## config.mk

```make
export PLATFORM = sky130hd
export DESIGN_NAME = fspb_front
export DESIGN_NICKNAME = d
export VERILOG_FILES = /design/src/rtl/assert_macros.svh /design/src/rtl/fspb_pkg.sv /design/src/rtl/fspb_front.sv
export SDC_FILE = /design/constraint.sdc
export NUM_CORES = 1
export LEC_CHECK = 0
export BUFFER_PORTS_ARGS = -buffer_cell sky130_fd_sc_hd__buf_2
export CAP_MARGIN = 10
export CELL_PAD_IN_SITES_DETAIL_PLACEMENT = 0
export CELL_PAD_IN_SITES_GLOBAL_PLACEMENT = 1
export CORE_MARGIN = 3
export CORE_UTILIZATION = 45
export CTS_BUF_LIST = sky130_fd_sc_hd__clkbuf_8
export DETAILED_ROUTE_END_ITERATION = 10
export PLACE_DENSITY = 0.82
export SETUP_SLACK_MARGIN = 0.5
export SYNTH_ARGS = -nofsm -noshare
export SYNTH_HDL_FRONTEND = slang
export SYNTH_SLANG_ARGS = --single-unit
```

## constraint.sdc

```tcl
create_clock -name i_clk -period 6.05 [get_ports i_clk]
set_clock_uncertainty 0.2 [all_clocks]
set_input_delay 0 -clock i_clk [delete_from_list [all_inputs] [get_ports i_clk]]
set_output_delay 0 -clock i_clk [all_outputs]
set_load 0.05 [all_outputs]
```

## src/rtl/assert_macros.svh

```systemverilog
// Assertion macros for the RTL; the top level includes them.
`ifndef ASSERT_MACROS_SVH
`define ASSERT_MACROS_SVH
`ifndef ASSERT_OFF
`define AST_NOW(lbl, ante, cons) \
    lbl: assert property (@(posedge i_clk) disable iff (!i_rst_n) (ante) |-> (cons)) \
        else $error("assertion failed");
`define AST_NEXT(lbl, ante, cons) \
    lbl: assert property (@(posedge i_clk) disable iff (!i_rst_n) (ante) |=> (cons)) \
        else $error("assertion failed");
`else
`define AST_NOW(lbl, ante, cons)
`define AST_NEXT(lbl, ante, cons)
`endif
`endif

```

## src/rtl/fspb_pkg.sv

```systemverilog
// Types and constants of the flow sticky port balancer.
package fspb_pkg;
    localparam int MAX_PORTS = 16;
    localparam int FLOW_ENTRIES = 1024;
    localparam int CFG_IDX_W = 4;
    localparam int CFG_DATA_W = 32;
    localparam logic [CFG_IDX_W-1:0] REG_PORT_COUNT = 4'd0;
    localparam logic [CFG_IDX_W-1:0] REG_LOAD_AWARE = 4'd1;
    localparam logic [4:0] PORT_COUNT_RST = 5'd16;
    localparam logic [31:0] LOAD_MAX = 32'hffff_ffff;

    typedef struct packed {
        logic [31:0] src_addr;
        logic [15:0] src_l4_port;
        logic [31:0] dst_addr;
        logic [15:0] dst_l4_port;
    } t_in_item;

    typedef struct packed {
        logic [3:0]  out_port;
        logic        is_new_flow;
        logic        table_full;
        logic [10:0] flow_total;
    } t_out_item;

    typedef struct packed {
        logic valid;
        logic pop;
    } t_q_ctrl;

    typedef struct packed {
        logic idle;
        logic at_capacity;
    } t_bk_status;
endpackage

```

## src/rtl/fspb_front.sv

```systemverilog
// Front end: two-entry queue that accepts flow keys.
module fspb_front import fspb_pkg::*; (
    input  logic     i_clk,
    input  logic     i_rst_n,
    input  logic     i_in_valid,
    output logic     o_in_stall,
    input  t_in_item i_in_data,
    input  logic     i_pop,
    output t_q_ctrl  o_ctrl,
    output t_in_item o_item
);
    t_in_item   r_mem [2];
    logic       r_wp, r_rp;
    logic [1:0] r_cnt;
    logic       push, pop;

    assign o_in_stall = (r_cnt == 2'd2);
    assign push = i_in_valid && !o_in_stall;
    assign pop = i_pop && (r_cnt != 2'd0);

    always_ff @(posedge i_clk) begin
        if (!i_rst_n) begin
            r_wp <= 1'b0;
            r_rp <= 1'b0;
            r_cnt <= 2'd0;
        end else begin
            if (push) begin
                r_wp <= !r_wp;
            end
            if (pop) begin
                r_rp <= !r_rp;
            end
            r_cnt <= r_cnt + {1'b0, push} - {1'b0, pop};
        end
        if (push) begin
            r_mem[r_wp] <= i_in_data;
        end
    end

    assign o_ctrl.valid = (r_cnt != 2'd0);
    assign o_ctrl.pop = pop;
    assign o_item = r_mem[r_rp];
endmodule

```

==> run metrics <==
fin crit period 2.91 ns; Hold Crit Depth 2; Final nets around 740; setup TNS 0 ns; Initial Util 46.2%; layout cells sized above 1 between 50% and 60%; CTS sink cnt approximately 200; gpl congestion 0.759; Finished Layout Cells between 800 and 900; final worst slack 3.14 ns; CP Launch Type flip-flop; Boundary Pins just under 200; Yosys cell types 21; crit-path cells buf_4, mux2_2, buf_2; Reg2Reg Setup Slack 3.62 ns; slew at the pin with the worst max-slew slack 0.905 ns; Worst R2R End r_mem[1][51]; Synth top area share 78.2%; Hold EP r_mem[0][52]; pwr/cell area roughly 430 nW/um^2; max-capacitance violation count 0; Max Freq 344 MHz; Post-Place Cells ~730; Slew headroom 39.6%; cts hold-fix bufs 100; global-route wire length before repair approximately 23 mm; Fillers 1163; GR Overflow Total 0; Detail Placement HPWL approximately 8.9 mm; CTS buffer count 17; synthesized flop and latch total 197; Die W between 100 and 150 um; leak pwr about 3.9 nW; post-synthesis sequential area ratio 79.6%; Area Overhead vs Synth 35.3%; post-place setup slack roughly 3.5 ns; level count of the clock H-tree 4; # setup viols final 0; Skew-Pair Late Insertion Delay 0.45 ns; Synth Area per Inst approximately 23 um^2; FF-to-FF Start r_cnt[0]; antenna diode instance count 0; total core area 15900 um^2; CP endpoint kind output port; Pins Over Slew Limit 0; Peak VDD IR ~280 uV; GR Util All Layers 16.6%; initial DRC count 228; Synth warnings 0; # DRC 0; Worst-path clk slew 0.10 ns; vias in the first global route roughly 4500; worst-path fanout max 55; vias per cell 4.66; post-route ant nets 0; vias after detailed routing 4022; net count after synthesis about 430; # port buffers 198; Clock Path Buffers 2; CP peak stage delay between 0.7 and 0.8 ns; CTS tree done; Rows 46; die area 17900 um^2; WP data arrival 2.71 ns; FF-to-FF path depth 3; post-CTS setup buffer count 0; Setup Crit Path Kind reg -> out; pin count of the biggest net entering global routing 56; placed cell area 8540 um^2; status completed; Hold Path Class in -> reg; WL final 14.7 mm; Avg WL per Cell between 15 and 20 um; root buffer cell clkbuf_8; cell accounting for the most synthesized area edfxtp_1; Hold Vio Cnt, Final 0; period utilisation layout around 48%; PostCTS Resize Cnt 0; Req. time, crit path 5.85 ns; Crit-path slowest cell dfxtp_4; Initial DRT Pass Iterations 4; RSZ-0062 raised after global routing false; antenna violations before repair 0; HP Start i_in_data[52]; Synth area leaders edfxtp_1 (78%), mux2_2 (8.6%), mux2_4 (8.1%); synthesized instance count 326; Die Ht 134 um; Post-Syn Area roughly 7400 um^2; final instance area 9970 um^2
worst max-delay path by stage:
stage | start | end
floorplan | r_cnt[0] | r_mem[0][0]
global placement | r_cnt[0] | r_mem[1][76]
detailed placement | r_cnt[0] | r_mem[1][76]
CTS | flip-flop | o_item[22]
global route | flip-flop | o_item[3]
finish | flip-flop | o_item[3]
cells by family (layout without fill, tap and decap cells):
group / after synthesis / in the layout / synth area share, %
DFF: 197 / 197 / 79.6
muxes: 97 / 97 / 16.8
buffers and inverters: 15 / 337 / 2.04
and+or+nand+nor: 11 / 11 / 0.730
xor gates and xnor gates: 3 / 3 / 0.357
adders and majority gates: 2 / 2 / 0.340
AOI/OAI and AO/OA: 1 / 1 / 0.102
Yosys cell counts:
cell type / number
mux2i_1: 1
mux2_4: 40
and2_1: 1
o21a_1: 1
nand2_1: 2
nor2_1: 4
ha_1: 2
xnor2_1: 2
buf_4: 1
mux2_2: 56
xor2_1: 1
buf_8: 1
dfxtp_1: 5
nand2b_1: 2
buf_12: 4
and3_1: 1
buf_2: 5
or2_2: 1
edfxtp_1: 192
inv_1: 3
buf_6: 1
sequential cells by signal, indices dropped and copies added (netlist names), named ones only:
name,count
r_rp,1
r_wp,1
r_cnt,2
r_mem,192
metal layers:
| layer | GRT usage, % | vias to the layer above | wire [um] |
|---|---|---|---|
| li1 | - | 1896 | - |
| met1 | 18.7 | 1952 | 5750 |
| met2 | 29.5 | 148 | 7670 |
| met3 | 5.14 | 26 | 945 |
| met4 | 6.34 | 0 | 290 |
| met5 | 0 | - | 0 |
per-stage QoR:
stage	total power [mW]	hold WS, ns	utilization, %
5_1_grt	4.42	0.0319	62.6
2_1_floorplan	3.07	-0.101	-
3_5_place_dp	3.33	-0.00895	53.6
4_1_cts	4.29	0.0176	62.6
3_3_place_gp	3.30	-0.0119	53.6
6_report	4.25	0.0591	62.6
worst max-delay path: cells and delay by family (launching register included):
kind                   cells  cell delay [ns]
buffers and inverters      2             0.96
flip-flops                 1             0.75
multiplexers               1             0.42
power breakdown:
part	leakage, nW	total [mW]	switching [mW]	internal [mW]
clock network	0.223	0.908	0.448	0.460
registers	1.84	1.80	0.0857	1.71
logic	1.80	1.54	1.06	0.482
area by class of cell:
type	count	area, um^2	share of cell area (%)
well taps	216	270	2.71
inverters	3	11.3	0.113
clock buffers	18	248	2.48
flip-flops and latches	197	5870	58.9
clock inverters	14	186	1.87
repair buffers	302	2020	20.3
multi-input cells	114	1370	13.7
layout by cell type, fill, tap and decap left out, types with 2 or more instances in the layout:
cell           netlist  final
inv_1                3      6
ha_1                 2      2
buf_4                1      4
mux2_4              40     40
xnor2_1              2      2
bufinv_16            0      4
clkinv_4             0      2
clkbuf_8             0     18
clkinvlp_4           0      2
mux2_2              56     56
edfxtp_1           192    192
nor2_1               4      3
dlygate4sd3_1        0    100
buf_2                5    198
inv_6                0      2
nand2b_1             2      2
dfxtp_1              5      4
nand2_1              2      2
No activity file was read; power rests on OpenSTA's default activity.
